`src/rtl/ata_request_queue_issuer_top_macros.svh`:
```
// Assertion macros shared by the queue issuer RTL.
`ifndef ATA_REQUEST_QUEUE_ISSUER_TOP_MACROS_SVH
`define ATA_REQUEST_QUEUE_ISSUER_TOP_MACROS_SVH

// Same-cycle implication, disabled in reset.
`define ARQI_CHECK(lbl, clk, rst, ante, cons, msg) \
   lbl: assert property (@(posedge clk) disable iff (rst) (ante) |-> (cons)) \
      else $error(msg);

// Next-cycle implication, disabled in reset.
`define ARQI_CHECK_NEXT(lbl, clk, rst, ante, cons, msg) \
   lbl: assert property (@(posedge clk) disable iff (rst) (ante) |=> (cons)) \
      else $error(msg);

`endif

```
`src/rtl/arqi_pkg.sv`:
```
// Package: types, constants and microcode ROM of the ATA request queue issuer.
`timescale 1ns / 1ps
package arqi_pkg;

   // Queue geometry
   localparam int QUEUE_DEPTH = 8;
   localparam int PTR_W = (QUEUE_DEPTH > 1) ? $clog2(QUEUE_DEPTH) : 1;
   localparam int CNT_W = $clog2(QUEUE_DEPTH + 1);

   // ATA constants
   localparam logic [7:0] DRV_HEAD_BASE     = 8'hA0;
   localparam logic [7:0] CMD_READ_MULTIPLE = 8'hC4;
   localparam logic [7:0] CMD_WRITE_SECTORS = 8'h30;
   localparam int         ST_BUSY_BIT       = 7;
   localparam int         ST_DRQ_BIT        = 3;

   // Input item kinds
   localparam logic KIND_SUBMIT = 1'b0;
   localparam logic KIND_INTR   = 1'b1;

   // Configuration register indexes
   localparam logic [1:0] CSR_CONTROL_BYTE = 2'd0;
   localparam logic [1:0] CSR_LBA_MODE     = 2'd1;
   localparam logic [1:0] CSR_DRIVE_SELECT = 2'd2;

   // Task-file register indexes
   localparam logic [2:0] TF_CONTROL  = 3'd0;
   localparam logic [2:0] TF_COUNT    = 3'd1;
   localparam logic [2:0] TF_SECTOR   = 3'd2;
   localparam logic [2:0] TF_CYL_LOW  = 3'd3;
   localparam logic [2:0] TF_CYL_HIGH = 3'd4;
   localparam logic [2:0] TF_DRV_HEAD = 3'd5;
   localparam logic [2:0] TF_COMMAND  = 3'd6;

   typedef enum logic [1:0] {
      RK_WRITE  = 2'd0,
      RK_DONE   = 2'd1,
      RK_REJECT = 2'd2,
      RK_ERROR  = 2'd3
   } rkind_type;

   // Microcode step addresses
   typedef logic [3:0] upc_type;
   localparam upc_type UPC_WAIT     = 4'd0;
   localparam upc_type UPC_CLASSIFY = 4'd1;
   localparam upc_type UPC_REJECT   = 4'd2;
   localparam upc_type UPC_PUSH     = 4'd3;
   localparam upc_type UPC_ERROR    = 4'd4;
   localparam upc_type UPC_POP_RD   = 4'd5;
   localparam upc_type UPC_DONE     = 4'd6;
   localparam upc_type UPC_ISSUE_RD = 4'd7;
   localparam upc_type UPC_WR_CTRL  = 4'd8;
   localparam upc_type UPC_WR_COUNT = 4'd9;
   localparam upc_type UPC_WR_SECT  = 4'd10;
   localparam upc_type UPC_WR_CYLL  = 4'd11;
   localparam upc_type UPC_WR_CYLH  = 4'd12;
   localparam upc_type UPC_WR_DRVH  = 4'd13;
   localparam upc_type UPC_WR_CMD   = 4'd14;

   typedef enum logic [2:0] {
      COND_ALWAYS,
      COND_ACCEPT,
      COND_CNT_ZERO,
      COND_CNT_ONE,
      COND_DISPATCH
   } cond_type;

   typedef enum logic [2:0] {
      DSEL_NONE,
      DSEL_CONTROL,
      DSEL_COUNT,
      DSEL_LBA0,
      DSEL_LBA1,
      DSEL_LBA2,
      DSEL_DRV_HEAD,
      DSEL_COMMAND
   } dsel_type;

   typedef enum logic [1:0] {
      TSEL_NONE,
      TSEL_ITEM,
      TSEL_RAM
   } tsel_type;

   typedef enum logic [1:0] {
      LSEL_ZERO,
      LSEL_ONE,
      LSEL_CNT_ONE
   } lsel_type;

   // One control word
   typedef struct packed {
      logic      ready;
      logic      emit;
      rkind_type rkind;
      logic [2:0] reg_index;
      dsel_type  dsel;
      tsel_type  tsel;
      lsel_type  lsel;
      logic      push;
      logic      pop;
      cond_type  cond;
      upc_type   tgt;
      upc_type   alt;
   } ucode_type;

   // Sequencer to datapath
   typedef struct packed {
      logic      go;
      ucode_type word;
   } ctrl_type;

   // Datapath to sequencer
   typedef struct packed {
      logic accept;
      logic rsp_free;
      logic item_intr;
      logic busy;
      logic drq;
      logic full;
      logic empty;
      logic cnt_one;
   } status_type;

   // Queue entry
   typedef struct packed {
      logic [27:0] lba;
      logic [7:0]  count;
      logic        wr;
      logic [7:0]  tag;
   } entry_type;

   localparam int ENTRY_W = $bits(entry_type);

   // Result payload
   typedef struct packed {
      rkind_type  result_kind;
      logic [2:0] reg_index;
      logic [7:0] tf_byte;
      logic [7:0] done_tag;
      logic       last;
   } rsp_type;

   // Microcode ROM
   function automatic ucode_type ucode_rom(input upc_type upc);
      ucode_type w;
      w       = '0;
      w.cond  = COND_ALWAYS;
      w.tgt   = UPC_WAIT;
      w.alt   = UPC_WAIT;
      w.rkind = RK_WRITE;
      unique case (upc)
         UPC_WAIT: begin
            w.ready = 1'b1;
            w.cond  = COND_ACCEPT;
            w.tgt   = UPC_CLASSIFY;
         end
         UPC_CLASSIFY: begin
            w.cond = COND_DISPATCH;
         end
         UPC_REJECT: begin
            w.emit  = 1'b1;
            w.rkind = RK_REJECT;
            w.tsel  = TSEL_ITEM;
            w.lsel  = LSEL_ONE;
         end
         UPC_PUSH: begin
            w.push = 1'b1;
            w.cond = COND_CNT_ZERO;
            w.tgt  = UPC_ISSUE_RD;
         end
         UPC_ERROR: begin
            w.emit  = 1'b1;
            w.rkind = RK_ERROR;
            w.lsel  = LSEL_ONE;
         end
         UPC_POP_RD: begin
            w.tgt = UPC_DONE;
         end
         UPC_DONE: begin
            w.emit  = 1'b1;
            w.rkind = RK_DONE;
            w.tsel  = TSEL_RAM;
            w.lsel  = LSEL_CNT_ONE;
            w.pop   = 1'b1;
            w.cond  = COND_CNT_ONE;
            w.alt   = UPC_ISSUE_RD;
         end
         UPC_ISSUE_RD: begin
            w.tgt = UPC_WR_CTRL;
         end
         UPC_WR_CTRL: begin
            w.emit      = 1'b1;
            w.reg_index = TF_CONTROL;
            w.dsel      = DSEL_CONTROL;
            w.tgt       = UPC_WR_COUNT;
         end
         UPC_WR_COUNT: begin
            w.emit      = 1'b1;
            w.reg_index = TF_COUNT;
            w.dsel      = DSEL_COUNT;
            w.tgt       = UPC_WR_SECT;
         end
         UPC_WR_SECT: begin
            w.emit      = 1'b1;
            w.reg_index = TF_SECTOR;
            w.dsel      = DSEL_LBA0;
            w.tgt       = UPC_WR_CYLL;
         end
         UPC_WR_CYLL: begin
            w.emit      = 1'b1;
            w.reg_index = TF_CYL_LOW;
            w.dsel      = DSEL_LBA1;
            w.tgt       = UPC_WR_CYLH;
         end
         UPC_WR_CYLH: begin
            w.emit      = 1'b1;
            w.reg_index = TF_CYL_HIGH;
            w.dsel      = DSEL_LBA2;
            w.tgt       = UPC_WR_DRVH;
         end
         UPC_WR_DRVH: begin
            w.emit      = 1'b1;
            w.reg_index = TF_DRV_HEAD;
            w.dsel      = DSEL_DRV_HEAD;
            w.tgt       = UPC_WR_CMD;
         end
         UPC_WR_CMD: begin
            w.emit      = 1'b1;
            w.reg_index = TF_COMMAND;
            w.dsel      = DSEL_COMMAND;
            w.lsel      = LSEL_ONE;
         end
         default: begin
            w.tgt = UPC_WAIT;
         end
      endcase
      return w;
   endfunction

endpackage

```
`src/rtl/arqi_if.sv`:
```
// Interfaces: request and response channels of the queue issuer.
`timescale 1ns / 1ps
interface arqi_req_if;
   logic        valid;
   logic        ready;
   logic        kind;
   logic [27:0] block_address;
   logic [7:0]  sector_count;
   logic        is_write;
   logic [7:0]  request_tag;
   logic [7:0]  status_byte;

   modport source (
      output valid, kind, block_address, sector_count, is_write, request_tag,
             status_byte,
      input  ready
   );
   modport sink (
      input  valid, kind, block_address, sector_count, is_write, request_tag,
             status_byte,
      output ready
   );
endinterface

interface arqi_rsp_if;
   logic       valid;
   logic       ready;
   logic [1:0] result_kind;
   logic [2:0] reg_index;
   logic [7:0] tf_byte;
   logic [7:0] done_tag;
   logic       last;

   modport source (
      output valid, result_kind, reg_index, tf_byte, done_tag, last,
      input  ready
   );
   modport sink (
      input  valid, result_kind, reg_index, tf_byte, done_tag, last,
      output ready
   );
endinterface

```
`src/rtl/arqi_ram.sv`:
```
// Generic single-write, single-read RAM with registered read data.
`timescale 1ns / 1ps
module arqi_ram #(
   parameter int WIDTH = 8,
   parameter int DEPTH = 8
) (
   input  logic                                          clock,
   input  logic                                          wr_en,
   input  logic [((DEPTH > 1) ? $clog2(DEPTH) : 1)-1:0] wr_addr,
   input  logic [WIDTH-1:0]                              wr_data,
   input  logic [((DEPTH > 1) ? $clog2(DEPTH) : 1)-1:0] rd_addr,
   output logic [WIDTH-1:0]                              rd_data
);
   logic [WIDTH-1:0] mem_ff [DEPTH];
   logic [WIDTH-1:0] rd_data_ff;

   // Write port
   always_ff @(posedge clock) begin
      if (wr_en) begin
         mem_ff[wr_addr] <= wr_data;
      end
   end

   // Registered read port
   always_ff @(posedge clock) begin
      rd_data_ff <= mem_ff[rd_addr];
   end

   assign rd_data = rd_data_ff;
endmodule

```
`src/rtl/arqi_seq.sv`:
```
// Microcode sequencer: step counter, control ROM and branch selection.
`timescale 1ns / 1ps
module arqi_seq
   import arqi_pkg::*;
(
   input  logic       clock,
   input  logic       reset,
   input  status_type status,
   output ctrl_type   ctrl
);
   upc_type   upc_ff;
   upc_type   upc_in;
   upc_type   dispatch_tgt;
   ucode_type word;
   logic      go;
   logic      cond_true;

   // Fetch the control word of the current step
   assign word = ucode_rom(upc_ff);

   // Stall an emitting step while the output register is occupied
   assign go = !word.emit || status.rsp_free;

   // Multiway branch on the latched item
   always_comb begin
      priority if (!status.item_intr) begin
         dispatch_tgt = status.full ? UPC_REJECT : UPC_PUSH;
      end else if (status.busy) begin
         dispatch_tgt = UPC_WAIT;
      end else if (!status.drq || status.empty) begin
         dispatch_tgt = UPC_ERROR;
      end else begin
         dispatch_tgt = UPC_POP_RD;
      end
   end

   // Evaluate the branch condition
   always_comb begin
      unique case (word.cond)
         COND_ALWAYS:   cond_true = 1'b1;
         COND_ACCEPT:   cond_true = status.accept;
         COND_CNT_ZERO: cond_true = status.empty;
         COND_CNT_ONE:  cond_true = status.cnt_one;
         COND_DISPATCH: cond_true = 1'b1;
         default:       cond_true = 1'b1;
      endcase
   end

   // Select the next step
   always_comb begin
      upc_in = upc_ff;
      if (go) begin
         if (word.cond == COND_DISPATCH) begin
            upc_in = dispatch_tgt;
         end else begin
            upc_in = cond_true ? word.tgt : word.alt;
         end
      end
   end

   always_ff @(posedge clock) begin
      if (reset) begin
         upc_ff <= UPC_WAIT;
      end else begin
         upc_ff <= upc_in;
      end
   end

   assign ctrl.go   = go;
   assign ctrl.word = word;
endmodule

```
`src/rtl/ata_request_queue_issuer_top.sv`:
```
// Top level of the ATA LBA28 request queue and command issuer.
//
// Usage:
//   req_ch takes one item per transfer: a submit (LBA, count, read/write, tag)
//   or a drive interrupt (status byte). rsp_ch gives the results: task-file
//   register writes, done, reject and error; last marks the final result of
//   an item. csr_* writes control_byte, lba_mode and drive_select; write
//   them only while the block is idle.
//   A microcoded sequencer runs one control step per cycle, except while an
//   emitting step waits for the output register, and places at most one
//   result per cycle in the output register. An ignored interrupt runs the
//   wait and classify steps; a queued submit, reject or error ends in its
//   push, reject or error step; a done runs pop-read and done and, when
//   entries remain, issue-read and the seven writes of the next command; a
//   submit to an empty queue runs push, issue-read and then the seven writes.
//   Reset empties the queue and loads the register defaults; items are taken
//   from the first cycle after reset drops.
//   When rsp_ch stalls, the output register holds its result and the
//   sequencer waits on its emitting step; req_ch.ready stays low until the
//   item is finished.
`timescale 1ns / 1ps
`include "ata_request_queue_issuer_top_macros.svh"
module ata_request_queue_issuer_top
   import arqi_pkg::*;
(
   input  logic        clock,
   input  logic        reset,
   arqi_req_if.sink    req_ch,
   arqi_rsp_if.source  rsp_ch,
   input  logic        csr_wr_en,
   input  logic [1:0]  csr_index,
   input  logic [7:0]  csr_wdata
);
   ctrl_type   ctrl;
   status_type status;
   logic       accept;

   // Latched item
   logic      item_kind_ff,  item_kind_in;
   logic      item_busy_ff,  item_busy_in;
   logic      item_drq_ff,   item_drq_in;
   entry_type item_ent_ff,   item_ent_in;

   // Queue control
   logic [PTR_W-1:0] head_ff, head_in;
   logic [PTR_W-1:0] tail_ff, tail_in;
   logic [CNT_W-1:0] cnt_ff,  cnt_in;
   entry_type        head_ent;
   logic [ENTRY_W-1:0] ram_rdata;

   // Configuration
   logic [7:0] control_byte_ff, control_byte_in;
   logic       lba_mode_ff,     lba_mode_in;
   logic       drive_select_ff, drive_select_in;

   // Output register
   logic    rsp_valid_ff, rsp_valid_in;
   rsp_type rsp_ff,       rsp_in;
   logic    load_rsp;
   logic [7:0] wr_data;

   assign accept       = req_ch.valid && req_ch.ready;
   assign req_ch.ready = ctrl.word.ready;

   // Status to the sequencer
   assign status.accept    = accept;
   assign status.rsp_free  = !rsp_valid_ff || rsp_ch.ready;
   assign status.item_intr = (item_kind_ff == KIND_INTR);
   assign status.busy      = item_busy_ff;
   assign status.drq       = item_drq_ff;
   assign status.full      = (cnt_ff == CNT_W'(QUEUE_DEPTH));
   assign status.empty     = (cnt_ff == '0);
   assign status.cnt_one   = (cnt_ff == CNT_W'(1));

   arqi_seq u_seq (
      .clock  (clock),
      .reset  (reset),
      .status (status),
      .ctrl   (ctrl)
   );

   // Capture the item on transfer
   always_comb begin
      item_kind_in = item_kind_ff;
      item_busy_in = item_busy_ff;
      item_drq_in  = item_drq_ff;
      item_ent_in  = item_ent_ff;
      if (accept) begin
         item_kind_in      = req_ch.kind;
         item_busy_in      = req_ch.status_byte[ST_BUSY_BIT];
         item_drq_in       = req_ch.status_byte[ST_DRQ_BIT];
         item_ent_in.lba   = req_ch.block_address;
         item_ent_in.count = req_ch.sector_count;
         item_ent_in.wr    = req_ch.is_write;
         item_ent_in.tag   = req_ch.request_tag;
      end
   end

   always_ff @(posedge clock) begin
      item_kind_ff <= item_kind_in;
      item_busy_ff <= item_busy_in;
      item_drq_ff  <= item_drq_in;
      item_ent_ff  <= item_ent_in;
   end

   // Advance pointers and count on push and pop
   always_comb begin
      head_in = head_ff;
      tail_in = tail_ff;
      cnt_in  = cnt_ff;
      if (ctrl.go && ctrl.word.push) begin
         tail_in = (tail_ff == PTR_W'(QUEUE_DEPTH - 1)) ? '0 : tail_ff + PTR_W'(1);
         cnt_in  = cnt_ff + CNT_W'(1);
      end else if (ctrl.go && ctrl.word.pop) begin
         head_in = (head_ff == PTR_W'(QUEUE_DEPTH - 1)) ? '0 : head_ff + PTR_W'(1);
         cnt_in  = cnt_ff - CNT_W'(1);
      end
   end

   always_ff @(posedge clock) begin
      if (reset) begin
         head_ff <= '0;
         tail_ff <= '0;
         cnt_ff  <= '0;
      end else begin
         head_ff <= head_in;
         tail_ff <= tail_in;
         cnt_ff  <= cnt_in;
      end
   end

   // Queue storage, read continuously at the head
   arqi_ram #(
      .WIDTH (ENTRY_W),
      .DEPTH (QUEUE_DEPTH)
   ) u_queue (
      .clock   (clock),
      .wr_en   (ctrl.go && ctrl.word.push),
      .wr_addr (tail_ff),
      .wr_data (item_ent_ff),
      .rd_addr (head_ff),
      .rd_data (ram_rdata)
   );

   assign head_ent = entry_type'(ram_rdata);

   // Configuration writes
   always_comb begin
      control_byte_in = control_byte_ff;
      lba_mode_in     = lba_mode_ff;
      drive_select_in = drive_select_ff;
      if (csr_wr_en) begin
         unique case (csr_index)
            CSR_CONTROL_BYTE: control_byte_in = csr_wdata;
            CSR_LBA_MODE:     lba_mode_in     = csr_wdata[0];
            CSR_DRIVE_SELECT: drive_select_in = csr_wdata[0];
            default:          control_byte_in = control_byte_ff;
         endcase
      end
   end

   always_ff @(posedge clock) begin
      if (reset) begin
         control_byte_ff <= 8'd8;
         lba_mode_ff     <= 1'b1;
         drive_select_ff <= 1'b0;
      end else begin
         control_byte_ff <= control_byte_in;
         lba_mode_ff     <= lba_mode_in;
         drive_select_ff <= drive_select_in;
      end
   end

   // Select the task-file byte
   always_comb begin
      unique case (ctrl.word.dsel)
         DSEL_NONE:     wr_data = 8'h00;
         DSEL_CONTROL:  wr_data = control_byte_ff;
         DSEL_COUNT:    wr_data = head_ent.count;
         DSEL_LBA0:     wr_data = head_ent.lba[7:0];
         DSEL_LBA1:     wr_data = head_ent.lba[15:8];
         DSEL_LBA2:     wr_data = head_ent.lba[23:16];
         DSEL_DRV_HEAD: wr_data = DRV_HEAD_BASE
                                  | {1'b0, lba_mode_ff, 1'b0, drive_select_ff, 4'h0}
                                  | {4'h0, head_ent.lba[27:24]};
         DSEL_COMMAND:  wr_data = head_ent.wr ? CMD_WRITE_SECTORS : CMD_READ_MULTIPLE;
         default:       wr_data = 8'h00;
      endcase
   end

   // Load the output register on an emitting step, drop it on transfer
   assign load_rsp = ctrl.go && ctrl.word.emit;

   always_comb begin
      rsp_in       = rsp_ff;
      rsp_valid_in = rsp_valid_ff;
      if (load_rsp) begin
         rsp_valid_in       = 1'b1;
         rsp_in.result_kind = ctrl.word.rkind;
         rsp_in.reg_index   = ctrl.word.reg_index;
         rsp_in.tf_byte     = wr_data;
         unique case (ctrl.word.tsel)
            TSEL_NONE: rsp_in.done_tag = 8'h00;
            TSEL_ITEM: rsp_in.done_tag = item_ent_ff.tag;
            TSEL_RAM:  rsp_in.done_tag = head_ent.tag;
            default:   rsp_in.done_tag = 8'h00;
         endcase
         unique case (ctrl.word.lsel)
            LSEL_ZERO:    rsp_in.last = 1'b0;
            LSEL_ONE:     rsp_in.last = 1'b1;
            LSEL_CNT_ONE: rsp_in.last = status.cnt_one;
            default:      rsp_in.last = 1'b0;
         endcase
      end else if (rsp_ch.ready) begin
         rsp_valid_in = 1'b0;
      end
   end

   always_ff @(posedge clock) begin
      if (reset) begin
         rsp_valid_ff <= 1'b0;
      end else begin
         rsp_valid_ff <= rsp_valid_in;
      end
   end

   always_ff @(posedge clock) begin
      rsp_ff <= rsp_in;
   end

   assign rsp_ch.valid       = rsp_valid_ff;
   assign rsp_ch.result_kind = rsp_ff.result_kind;
   assign rsp_ch.reg_index   = rsp_ff.reg_index;
   assign rsp_ch.tf_byte     = rsp_ff.tf_byte;
   assign rsp_ch.done_tag    = rsp_ff.done_tag;
   assign rsp_ch.last        = rsp_ff.last;

   // Checks
   `ARQI_CHECK(a_cnt_bound, clock, reset, 1'b1, cnt_ff <= CNT_W'(QUEUE_DEPTH), "count high")
   `ARQI_CHECK(a_push_not_full, clock, reset, ctrl.go && ctrl.word.push, !status.full, "full")
   `ARQI_CHECK(a_pop_not_empty, clock, reset, ctrl.go && ctrl.word.pop, !status.empty, "empty")
   `ARQI_CHECK_NEXT(a_busy_after_accept, clock, reset, accept, !req_ch.ready, "ready high")
endmodule
```
`src/flat_wrapper.sv`:
```
// flat-port wrapper written by rule: the top's interface ports become plain ports
module ata_request_queue_issuer_top_flat import arqi_pkg::*;
  (clock, reset, csr_wr_en, csr_index, csr_wdata, req_ch_valid, req_ch_kind, req_ch_block_address, req_ch_sector_count, req_ch_is_write, req_ch_request_tag, req_ch_status_byte, req_ch_ready, rsp_ch_valid, rsp_ch_result_kind, rsp_ch_reg_index, rsp_ch_tf_byte, rsp_ch_done_tag, rsp_ch_last, rsp_ch_ready);
  arqi_req_if req_ch_i ();
  arqi_rsp_if rsp_ch_i ();
  input  logic clock;
  input  logic reset;
  input  logic csr_wr_en;
  input  logic [1:0] csr_index;
  input  logic [7:0] csr_wdata;
  input wire logic [$bits(req_ch_i.valid)-1:0] req_ch_valid;
  input wire logic [$bits(req_ch_i.kind)-1:0] req_ch_kind;
  input wire logic [$bits(req_ch_i.block_address)-1:0] req_ch_block_address;
  input wire logic [$bits(req_ch_i.sector_count)-1:0] req_ch_sector_count;
  input wire logic [$bits(req_ch_i.is_write)-1:0] req_ch_is_write;
  input wire logic [$bits(req_ch_i.request_tag)-1:0] req_ch_request_tag;
  input wire logic [$bits(req_ch_i.status_byte)-1:0] req_ch_status_byte;
  output wire logic [$bits(req_ch_i.ready)-1:0] req_ch_ready;
  output wire logic [$bits(rsp_ch_i.valid)-1:0] rsp_ch_valid;
  output wire logic [$bits(rsp_ch_i.result_kind)-1:0] rsp_ch_result_kind;
  output wire logic [$bits(rsp_ch_i.reg_index)-1:0] rsp_ch_reg_index;
  output wire logic [$bits(rsp_ch_i.tf_byte)-1:0] rsp_ch_tf_byte;
  output wire logic [$bits(rsp_ch_i.done_tag)-1:0] rsp_ch_done_tag;
  output wire logic [$bits(rsp_ch_i.last)-1:0] rsp_ch_last;
  input wire logic [$bits(rsp_ch_i.ready)-1:0] rsp_ch_ready;
  assign req_ch_i.valid = req_ch_valid;
  assign req_ch_i.kind = req_ch_kind;
  assign req_ch_i.block_address = req_ch_block_address;
  assign req_ch_i.sector_count = req_ch_sector_count;
  assign req_ch_i.is_write = req_ch_is_write;
  assign req_ch_i.request_tag = req_ch_request_tag;
  assign req_ch_i.status_byte = req_ch_status_byte;
  assign req_ch_ready = req_ch_i.ready;
  assign rsp_ch_valid = rsp_ch_i.valid;
  assign rsp_ch_result_kind = rsp_ch_i.result_kind;
  assign rsp_ch_reg_index = rsp_ch_i.reg_index;
  assign rsp_ch_tf_byte = rsp_ch_i.tf_byte;
  assign rsp_ch_done_tag = rsp_ch_i.done_tag;
  assign rsp_ch_last = rsp_ch_i.last;
  assign rsp_ch_i.ready = rsp_ch_ready;
  ata_request_queue_issuer_top u_core (.clock(clock), .reset(reset), .req_ch(req_ch_i), .rsp_ch(rsp_ch_i), .csr_wr_en(csr_wr_en), .csr_index(csr_index), .csr_wdata(csr_wdata));
endmodule
```
`config.mk`:
```
export PLATFORM = sky130hd
export DESIGN_NAME = ata_request_queue_issuer_top_flat
export DESIGN_NICKNAME = d
export VERILOG_FILES = /design/src/rtl/arqi_pkg.sv /design/src/rtl/arqi_if.sv /design/src/rtl/arqi_ram.sv /design/src/rtl/arqi_seq.sv /design/src/rtl/ata_request_queue_issuer_top.sv /design/src/flat_wrapper.sv
export VERILOG_INCLUDE_DIRS = /design/src /design/src/rtl
export SDC_FILE = /design/constraint.sdc
export NUM_CORES = 1
export LEC_CHECK = 0
export BUFFER_PORTS_ARGS = -buffer_cell sky130_fd_sc_hd__buf_4
export CAP_MARGIN = 20
export CELL_PAD_IN_SITES_DETAIL_PLACEMENT = 0
export CELL_PAD_IN_SITES_GLOBAL_PLACEMENT = 2
export CORE_MARGIN = 8
export CORE_UTILIZATION = 30
export DETAILED_ROUTE_END_ITERATION = 12
export HOLD_SLACK_MARGIN = 0.12
export PLACE_DENSITY_LB_ADDON = 0.1
export SETUP_SLACK_MARGIN = 0.3
export SLEW_MARGIN = 0
export SYNTH_ARGS = -nofsm -noshare
export SYNTH_HDL_FRONTEND = slang
export SYNTH_HIERARCHICAL = 1
export SYNTH_SLANG_ARGS = --single-unit
```
`constraint.sdc`:
```
create_clock -name clock -period 13.3 [get_ports clock]
set_input_delay 2.66 -clock clock [delete_from_list [all_inputs] [get_ports clock]]
set_output_delay 2.66 -clock clock [all_outputs]
set_load 0.02 [all_outputs]
```
Word level (Yosys, flattened, before mapping) --
Memory sizes are Yosys's and may differ from the RTL's. A register that Yosys moved wholly into a read port is not among the register bits. Index checks and enable logic that the tools add are counted.
Operators by class: add/sub/neg operators 4, equal/unequal tests 35, multiplexer cells 30, bitwise operators 2, reduce and logical (&&, ||, !) cells 22
Operators with widths (number):
- one-hot mux 8 bit (8 select lines) | 1
- one-hot mux 6 bit (7 select lines) | 1
- one-hot mux 4 bit (10 select lines) | 1
- equality test 4 bit (second input constant) | 8
- equality test 3 bit (second input constant) | 7
- equality test 4 x 3 -> 1 bit (second input constant) | 4
- 2-to-1 mux 4 bit | 4
- one-hot mux 8 bit (2 select lines) | 1
- 2-to-1 mux 3 bit | 5
- equality test 3 x 2 -> 1 bit (second input constant) | 4
- one-hot mux 3 bit (4 select lines) | 1
- 2-to-1 mux 1 bit | 10
- OR reduction 10 bit | 1
- equality test 4 x 1 -> 1 bit (second input constant) | 2
- equality test 4 x 2 -> 1 bit (second input constant) | 2
- zero test 4 bit | 2
- 2-to-1 mux 8 bit | 1
- OR 8 x 4 -> 8 bit | 1
- one-hot mux 2 bit (2 select lines) | 2
- AND reduction 2 bit | 4
- adder 3 x 1 -> 3 bit (second input constant) | 2
- equality test 2 x 1 -> 1 bit (second input constant) | 3
- equality test 2 bit (second input constant) | 3
- equality test 3 x 1 -> 1 bit (second input constant) | 2
- 13 further kinds | 21
Storage, ports and cells: bits in registers 95, bits in writable memories 360, output and inout port bits 24, logic and storage cells 114, memories 1
Memories:
- u_core.u_queue.mem_ff | words 8, bits a word 45, read ports 1, clocked after Yosys merged registers in 1, wr ports 1, line arqi_ram.sv:14 | logic [WIDTH-1:0] mem_ff [DEPTH];

Logic depth before layout (Yosys ltp) --
Gate-level depths: netlist of the first run.
depth after elaboration 8, depth in mapped cells 10

Modules after synthesis --
Netlist of the first run, hierarchy kept.
Modules (own cells, without submodules):
- arqi_ram | times used 1, cells each 578, area an instance 14813.0 µm², seq. area each 11711.2 µm²
- ata_request_queue_issuer_top | times used 1, cells each 261, area an instance 3766.1 µm², seq. area each 2522.4 µm²
- arqi_seq | times used 1, cells each 91, area an instance 699.4 µm², seq. area each 80.1 µm²

Least setup slack after synthesis of the first run --
No wires, ideal clock.
path type in2reg, from input port rsp_ch_ready, to memory u_core/u_queue/mem_ff[0][0] in the netlist's numbering, enable pin, library setup time 503 ps, data arrival time 6612 ps, required time 12797 ps, path slack 6185 ps, stages 9, buffers on the path 2, path through nand2b_1 > a21oi_2 > inv_2 > buf_4 > buf_6 > nand2_1 > inv_1 > nand2b_1 > nor3_1
On the way: cells in the longest elaborated chain, start to end 5
Ends and longest elaborated chain:
- start: declaration | line flat_wrapper.sv:25 | input wire logic [$bits(rsp_ch_i.ready)-1:0] rsp_ch_ready;
- logical OR 1 bit | line ata_request_queue_issuer_top.sv:67 | assign status.rsp_free = !rsp_valid_ff || rsp_ch.ready;
- logical OR 1 bit | line arqi_seq.sv:22 | assign go = !word.emit || status.rsp_free;
- net u_core.u_seq.go | line arqi_seq.sv:15 | logic go;
- logical AND 1 bit | line ata_request_queue_issuer_top.sv:138 | .wr_en (ctrl.go && ctrl.word.push),
- 2-to-1 mux 1 bit | line arqi_ram.sv:19 | if (wr_en) begin
- 2-to-1 mux 1 bit (implied by the code) | line arqi_ram.sv:20 | mem_ff[wr_addr] <= wr_data;
- end: declaration | line arqi_ram.sv:14
The timed path passes the listed nets, and every way through them passes these cells.

==> results.ini, run 1 <==
[outcome]
outcome=completed

[route]
dr.pass1.iters=4
post_drt_via_cell_ratio=4.532
drt_wl_total_um=44230
num_vias=8783
drc=0
drtIter0Drc=397
postRouteAntennaNets=0
wl_per_cell_um=22.82

[cells_and_area]
final_common_cell=edfxtp_1
most-common-layout-cells=edfxtp_1 (430), buf_4 (104), mux4_1 (90)
drive_gt1_frac=0.2595
fin_util=0.3556
syn_to_final_growth_pct=18.16
diodes=0
nets=1115
nFillCells=5948
finalNonFillerCells=1938

[worst_setup_path]
r2r_start=u_core/u_seq/upc_ff[1]$_SDFFE_PP0P_
cp.required_ns=13.51
start_kind=primary input
worstRegToRegCells=9
worst-r2r-setup-slack_ns=10.14
cp.arrival_ns=4.72
end_kind=flop
r2r-end=u_core/u_queue/mem_ff[0][7]$_DFFE_PP_
critical_path_class=primary input to flop
worstPathMaxFanout=45

[cts]
cts_buffers=56
clockBufferDepth=3
cts_resized=0
ctsHtreeMaxLevel=2
cts_num_sinks=500
root_buffer=clkbuf_16
clock_latency_ns=0.62
clk_pin_slew_ns=0.06
cts_hold_buf=0
tritoncts=built
cts_setup_buffers=0

[min_path]
hp-start=u_core/control_byte_ff[5]$_SDFFE_PP0P_
hp-class=flop to flop
min_to=u_core/control_byte_ff[5]$_SDFFE_PP0P_
whs_path_depth=2

[timing]
slew_headroom=0.3403
period_share=0.3387
fin_hold_ws_ns=0.4929
fmax_mhz=222.0
fin_crit_ns=4.505
slew_violations=0
tns_ns=0
hold_viol=0
setup_viol=0
grt_setup_unrepaired=false
tightest_slew_ns=0.9852
fin_worst_skew_ns=0.02269

[placement]
place_congestion=0.6574
dpl.cell_count=1831
portBuffers=86
hpwl_um=23050

[die]
rows=93
start_util=0.3010
die_h_um=269.2
core-area_mm2=0.06388
dieArea_mm2=0.07244
die_width_um=269.2
pin_count=93

[synth]
synth_area_mm2=0.01923
avgSynthCellArea_um2=20.88
yosysWarnings=6
synthCells=921
syn-num-nets=1001

[flow_run]
cap_violations=0

[pwr]
peakVddDrop_mv=0.09831
leakage_nw=7.497
powerDensity_mw_per_mm2=175.2

[grt]
grt_util_all_layers=0.1193
grt_antenna_before_repair=2
grt_max_degree=68
grt_pass1_vias=9420
grt-ovfl-total=0
grt_pass1_wl_um=64490

[metal layers]
metal	vias up	global-route usage	share of wire
met5	-	0	0.00025
met4	2	0.03389	0.020
met3	60	0.02469	0.039
met2	142	0.1952	0.47
met1	4542	0.1595	0.47
li1	4037	-	-
[sequential cells by signal, indices dropped and copies added, names as in the netlist, 2 cells and up]
signal	flops
u_core/u_queue/rd_data	45
u_core/cnt_ff	4
u_core/control_byte_ff	8
u_core/u_queue/mem_ff	360
u_core/head_ff	3
u_core/item_ent_ff	45
u_core/rsp_ch.tf_byte	8
u_core/rsp_ch.result_kind	2
u_core/rsp_ch.reg_index	3
u_core/u_seq/upc_ff	4
u_core/tail_ff	3
u_core/rsp_ch.done_tag	8
[worst max-delay path, stage by stage]
cell      delay [ns]
buf_4           0.07
nand2b_1        0.13
a21oi_2         0.06
inv_2           0.25
nand2_1         0.15
inv_1           0.19
nand2b_1        0.25
nor3_2          0.17
buf_4           0.74
[power breakdown]
part	leakage, nW	internal, W	switching (W)
Clock	0.923	0.000922	0.000631
Combinational	2.09	0.000175	0.000272
Sequential	4.49	0.00188	0.0000955
[through the flow]
stage	setup slack [ns]	instance area (um2)	power, W
floorplan	6.191	19230	0.002262
global placement	8.103	20810	0.002456
detailed placement	8.131	20810	0.002462
CTS	8.778	22690	0.004039
global route	8.607	22720	0.004150
finish	8.795	22720	0.003979
[final cells by class]
type,instances,area (um2),share of cell area
Clock buffer,81,1617,0.07116
Clock inverter,25,261.5,0.01151
Inverter,16,73.82,0.003249
Multi-Input combinational cell,356,4566,0.2010
Sequential cell,500,14320,0.6304
Tap cell,855,1070,0.04709
Timing Repair Buffer,105,808.3,0.03558
[worst max path at each step]
stage | from | end | slack [ns] | cells past startpoint
global route | rsp_ch_ready | u_core/u_queue/mem_ff[4][5]$_DFFE_PP_ | 8.61 | 9
detailed placement | rsp_ch_ready | u_core/u_queue/mem_ff[0][14]$_DFFE_PP_ | 8.13 | 9
global placement | rsp_ch_ready | u_core/u_queue/mem_ff[0][14]$_DFFE_PP_ | 8.10 | 9
floorplan | rsp_ch_ready | u_core/u_queue/mem_ff[0][0]$_DFFE_PP_ | 6.19 | 9
CTS | rsp_ch_ready | u_core/u_queue/mem_ff[4][43]$_DFFE_PP_ | 8.78 | 9
finish | rsp_ch_ready | u_core/u_queue/mem_ff[0][7]$_DFFE_PP_ | 8.80 | 9
No activity file was read; power rests on OpenSTA's default activity.
==> run 2, diff against run 1 <==
==> constraint.sdc (replaced) <==
create_clock -name clock -period 4.3 [get_ports clock]
set_input_delay 0.86 -clock clock [delete_from_list [all_inputs] [get_ports clock]]
set_output_delay 0.86 -clock clock [all_outputs]
set_load 0.02 [all_outputs]
==> run 2 against run 1 <==
Effect of this change:
- register-to-register slack got worse by 8.9 ns
- non-clock buffer count rose by 9
- utilization rose by 0.13 points
- count of clock-buffer cells in the layout rose by 13
- combinational power rose to 3.0 times the previous value
- clock skew fell by 0.0041 ns
- critical path type is now flop to flop
- total power rose to 3.1 times the previous value
- first-iteration DRC count rose by 34%
- wire length rose by 1.3%
- sequential power rose to 3.1 times the previous value
==> results.ini, run 2 (same netlist as run 1, synthesis figures left out) <==
[outcome]
outcome=completed

[worst_setup_path]
worstPathMaxFanout=19
crit_path_max_incr_delay_ns=0.55
path_buf_inv=4
start_kind=flop
end_kind=flop
worstRegToRegCells=9
cp.arrival_ns=3.33
worst-r2r-setup-slack_ns=1.25
r2r-end=u_core/u_queue/mem_ff[1][24]$_DFFE_PP_
cp.required_ns=4.58
crit_family=simple AND/OR/NAND/NOR gates
path_cells=buf_4 -> o21bai_1 -> a21oi_2 -> inv_2 -> nand2_1 -> inv_1 -> nand2b_1 -> nor2_4 -> buf_12
critical_path_class=flop to flop
r2r_start=u_core/u_seq/upc_ff[1]$_SDFFE_PP0P_
cp_slowest_cell=nor2_4

[pwr]
peakVddDrop_mv=0.2790
powerDensity_mw_per_mm2=532.7
p_total_w=0.01215
leakage_nw=7.506

[placement]
hpwl_um=25360
portBuffers=86
dpl_cell_area_mm2=0.02099
place_congestion=0.7062

[die]
die_width_um=269.2
rows=93
die_h_um=269.2
core-area_mm2=0.06388
start_util=0.3010
dieArea_mm2=0.07244
pin_count=93

[grt]
grt_antenna_before_repair=0
grt_pass1_wl_um=65930
grt-ovfl-total=0
grt_pass1_vias=9705
grt_util_all_layers=0.1216
grt_max_degree=48

[cells_and_area]
drive_gt1_frac=0.2578
syn_to_final_growth_pct=18.60
final_common_cell=edfxtp_1
largest_register=u_core/u_queue/mem_ff
most-common-layout-cells=edfxtp_1 (430), buf_4 (107), mux4_1 (90)
finish.instance_area_mm2=0.02280
diodes=0
largest_reg_flops=360
nets=1125

[route]
postRouteAntennaNets=0
dr.pass1.iters=5
drc=0
drtIter0Drc=531
num_vias=9027
post_drt_via_cell_ratio=4.632
wl_per_cell_um=22.98
drt_wl_total_um=44790

[timing]
hold_viol=0
grt_setup_unrepaired=false
slew_headroom=0.3548
slew_violations=0
fin_crit_ns=3.050
fin_worst_skew_ns=0.01858
tns_ns=0
period_share=0.7093
fin_hold_ws_ns=0.4355
setup_viol=0
fmax_mhz=327.9
tightest_slew_ns=0.9636

[cts]
root_buffer=clkbuf_16
cts_hold_buf=0
clock_latency_ns=0.60
cts_resized=0
clk_pin_slew_ns=0.06
cts_buffers=57
clockBufferDepth=3
ctsHtreeMaxLevel=2
cts_setup_buffers=0
tritoncts=built
cts_num_sinks=500

[flow_run]
cap_violations=0

[min_path]
hp-start=req_ch_status_byte[3]
hp-class=primary input to flop
whs_path_depth=1
min_to=u_core/item_drq_ff$_DFFE_PP_

[run 2: cell count changes in the layout (fill, tap and decap cells not counted), sizes merged]
cell	before	now
clkbuf	81	94
buf	105	114
clkinv	19	10
bufinv	5	2
inv	15	16
[run 2: layer usage]
| layer | wire, um | GRT usage | part of all wire | vias up |
|---|---|---|---|---|
| met5 | 0 | 0 | 0 | - |
| li1 | - | - | - | 4081 |
| met3 | 1479 | 0.02169 | 0.033 | 65 |
| met4 | 946 | 0.03717 | 0.021 | 0 |
| met1 | 21360 | 0.1680 | 0.48 | 4732 |
| met2 | 21000 | 0.1941 | 0.47 | 149 |
[run 2: how the worst max path moves through the flow]
stage               slack [ns]  cells past startpoint                                endpoint                                 from
global placement          1.09                      9  u_core/u_queue/mem_ff[1][33]$_DFFE_PP_                         rsp_ch_ready
detailed placement        1.07                      9  u_core/u_queue/mem_ff[1][24]$_DFFE_PP_                         rsp_ch_ready
floorplan                 0.20                      9   u_core/u_queue/mem_ff[1][0]$_DFFE_PP_                         rsp_ch_ready
finish                    1.25                      9  u_core/u_queue/mem_ff[1][24]$_DFFE_PP_  u_core/u_seq/upc_ff[1]$_SDFFE_PP0P_
global route              0.98                      9  u_core/u_queue/mem_ff[1][27]$_DFFE_PP_  u_core/u_seq/upc_ff[1]$_SDFFE_PP0P_
CTS                       1.19                      9  u_core/u_queue/mem_ff[1][27]$_DFFE_PP_  u_core/u_seq/upc_ff[1]$_SDFFE_PP0P_
[run 2: through the flow]
step	instances	worst slack, ns	util
after floorplan	921	0.1970	-
after global placement	1841	1.091	0.3285
after detailed placement	1841	1.074	0.3285
after CTS	1949	1.194	0.3569
after global routing	1949	0.9840	0.3569
final	1949	1.250	0.3569
[run 2: where the power goes]
group          total, W  switching (W)  internal (W)
Sequential      0.00615       0.000329       0.00582
Clock           0.00466        0.00190       0.00276
Combinational   0.00134       0.000815      0.000524
Total            0.0121        0.00304       0.00910
[run 2: area by class of cell]
type	count	area [um2]
Inverter	16	73.82
Clock inverter	14	108.9
Tap cell	855	1070
Sequential cell	500	14320
Timing Repair Buffer	114	943.4
Multi-Input combinational cell	356	4576
Clock buffer	94	1708
Fill cell	5993	41080
==> run 3, diff against run 2 <==
==> constraint.sdc (replaced) <==
create_clock -name clock -period 2.7 [get_ports clock]
set_input_delay 0.54 -clock clock [delete_from_list [all_inputs] [get_ports clock]]
set_output_delay 0.54 -clock clock [all_outputs]
set_load 0.02 [all_outputs]
==> run 3 against run 2 <==
Effect of this change:
- non-clock buffer count rose by 60
- worst hold slack got worse by 0.26 ns
- register-to-register slack worse by 0.81 ns
- maximum frequency is 35% higher
- highest routed layer unchanged
==> results.ini, run 3 (same netlist as run 1, synthesis figures left out) <==
[grt]
grt_pass1_wl_um=66940
grt-ovfl-total=0
grt_antenna_before_repair=0
grt_util_all_layers=0.1227
grt_pass1_vias=9922
grt_max_degree=46

[worst_setup_path]
critical_path_class=flop to flop
start_kind=flop
worstRegToRegCells=8
cp.required_ns=2.97
r2r-end=u_core/u_queue/mem_ff[0][14]$_DFFE_PP_
cp.arrival_ns=2.53
end_kind=flop
worst-r2r-setup-slack_ns=0.44
worstPathMaxFanout=23
r2r_start=u_core/u_seq/upc_ff[0]$_SDFFE_PP0P_

[timing]
hold_viol=0
fin_crit_ns=2.264
slew_violations=0
fin_worst_skew_ns=0.02081
slew_headroom=0.5567
setup_viol=0
grt_setup_unrepaired=false
period_share=0.8384
fmax_mhz=441.8
tightest_slew_ns=0.6649

[cts]
clk_pin_slew_ns=0.06
cts_setup_buffers=0
cts_num_sinks=500
tritoncts=built
root_buffer=clkbuf_16
clock_latency_ns=0.59
clockBufferDepth=3
cts_buffers=56
ctsHtreeMaxLevel=2

[route]
dr.pass1.iters=4
wl_per_cell_um=22.53
post_drt_via_cell_ratio=4.581
postRouteAntennaNets=0
drt_wl_total_um=45200
drc=0
num_vias=9189
drtIter0Drc=514

[die]
start_util=0.3010
pin_count=93
die_width_um=269.2
rows=93
core-area_mm2=0.06388
dieArea_mm2=0.07244
die_h_um=269.2

[cells_and_area]
nets=1184
finalNonFillerCells=2006
most-common-layout-cells=edfxtp_1 (430), buf_4 (107), mux4_1 (90)
largest_register=u_core/u_queue/mem_ff
finish.instance_area_mm2=0.02358
syn_to_final_growth_pct=22.63
diodes=0
final_common_cell=edfxtp_1
fin_util=0.3691
largest_reg_flops=360
drive_gt1_frac=0.2685

[flow_run]
cap_violations=0

[min_path]
min_to=u_core/control_byte_ff[3]$_SDFFE_PP1P_
hp-start=csr_wdata[3]
whs_path_depth=2
hp-class=primary input to flop

[placement]
dpl_cell_area_mm2=0.02129
portBuffers=86
place_congestion=0.6807
dpl.cell_count=1853
hpwl_um=25630

[pwr]
leakage_nw=7.835
peakVddDrop_mv=0.4529
powerDensity_mw_per_mm2=826.2

[outcome]
outcome=completed

## run 3: changes by cell type in the layout (fill, tap and decap cells not counted), moves of 3 or more
cell	before	now
dlygate4sd3_1	0	48
clkbuf_1	25	20
buf_12	7	18
clkinv_2	6	13
clkbuf_16	59	56
## run 3: per-stage QoR
stage / setup TNS [ns] / power, W / worst slack (ns) / hold WS (ns)
5_1_grt: 0 / 0.02039 / 0.3046 / 0.1529
4_1_cts: 0 / 0.01988 / 0.3047 / 0.1447
3_3_place_gp: 0 / 0.01229 / 0.3514 / 0.4834
6_report: 0 / 0.01948 / 0.4365 / 0.1726
2_1_floorplan: -12.53 / 0.01122 / -0.1406 / 0.4493
3_5_place_dp: 0 / 0.01231 / 0.3273 / 0.4932
## run 3: worst max path at each step
stage | slack, ns | start | end | cells after the start
floorplan | -0.14 | rsp_ch_ready | u_core/u_queue/mem_ff[0][0]$_DFFE_PP_ | 9
global placement | 0.35 | u_core/u_seq/upc_ff[1]$_SDFFE_PP0P_ | u_core/rsp_ch.tf_byte[6]$_DFFE_PP_ | 7
detailed placement | 0.33 | u_core/u_seq/upc_ff[3]$_SDFFE_PP0P_ | u_core/rsp_ch.tf_byte[6]$_DFFE_PP_ | 6
CTS | 0.30 | u_core/u_seq/upc_ff[3]$_SDFFE_PP0P_ | u_core/rsp_ch.tf_byte[6]$_DFFE_PP_ | 6
global route | 0.30 | u_core/u_seq/upc_ff[0]$_SDFFE_PP0P_ | u_core/u_queue/mem_ff[0][14]$_DFFE_PP_ | 8
finish | 0.44 | u_core/u_seq/upc_ff[0]$_SDFFE_PP0P_ | u_core/u_queue/mem_ff[0][14]$_DFFE_PP_ | 8
## run 3: per-layer routing
layer | global-route usage | vias up | wire [um]
met3 | 0.02390 | 61 | 1875
met5 | 0 | - | 0
met4 | 0.02991 | 0 | 798
met2 | 0.2028 | 146 | 21600
met1 | 0.1654 | 4799 | 20930
li1 | - | 4183 | -
## run 3: what timing repair did
action,4_1_cts,5_1_grt
endpoints found under the setup margin,0,94
hold endpoints to repair,48,0
resized for setup,0,3
hold buffers,48,0
## run 3: worst max-delay path: stages, from the launching register on
cell and delay, ns:
dfxtp_1 0.42, buf_6 0.22, inv_1 0.15, nor3_4 0.24, nand2_4 0.10, inv_6 0.10
nand2b_4 0.11, nor3_4 0.30, buf_12 0.26
## run 3: where the power goes
group,total [W],internal [W],switching (W)
combinational,0.00234,0.000982,0.00136
sequential,0.00979,0.00927,0.000515
clock,0.00735,0.00436,0.00299
total,0.0195,0.0146,0.00486
## run 3: area by class of cell
cell class	count	area [um2]
clock buffer	85	1600
clock inverter	20	191.4
fill	5894	40310
inverter	16	78.83
multi-input combinational	356	4656
sequential	500	14330
tap	855	1070
timing repair buffer	174	1655
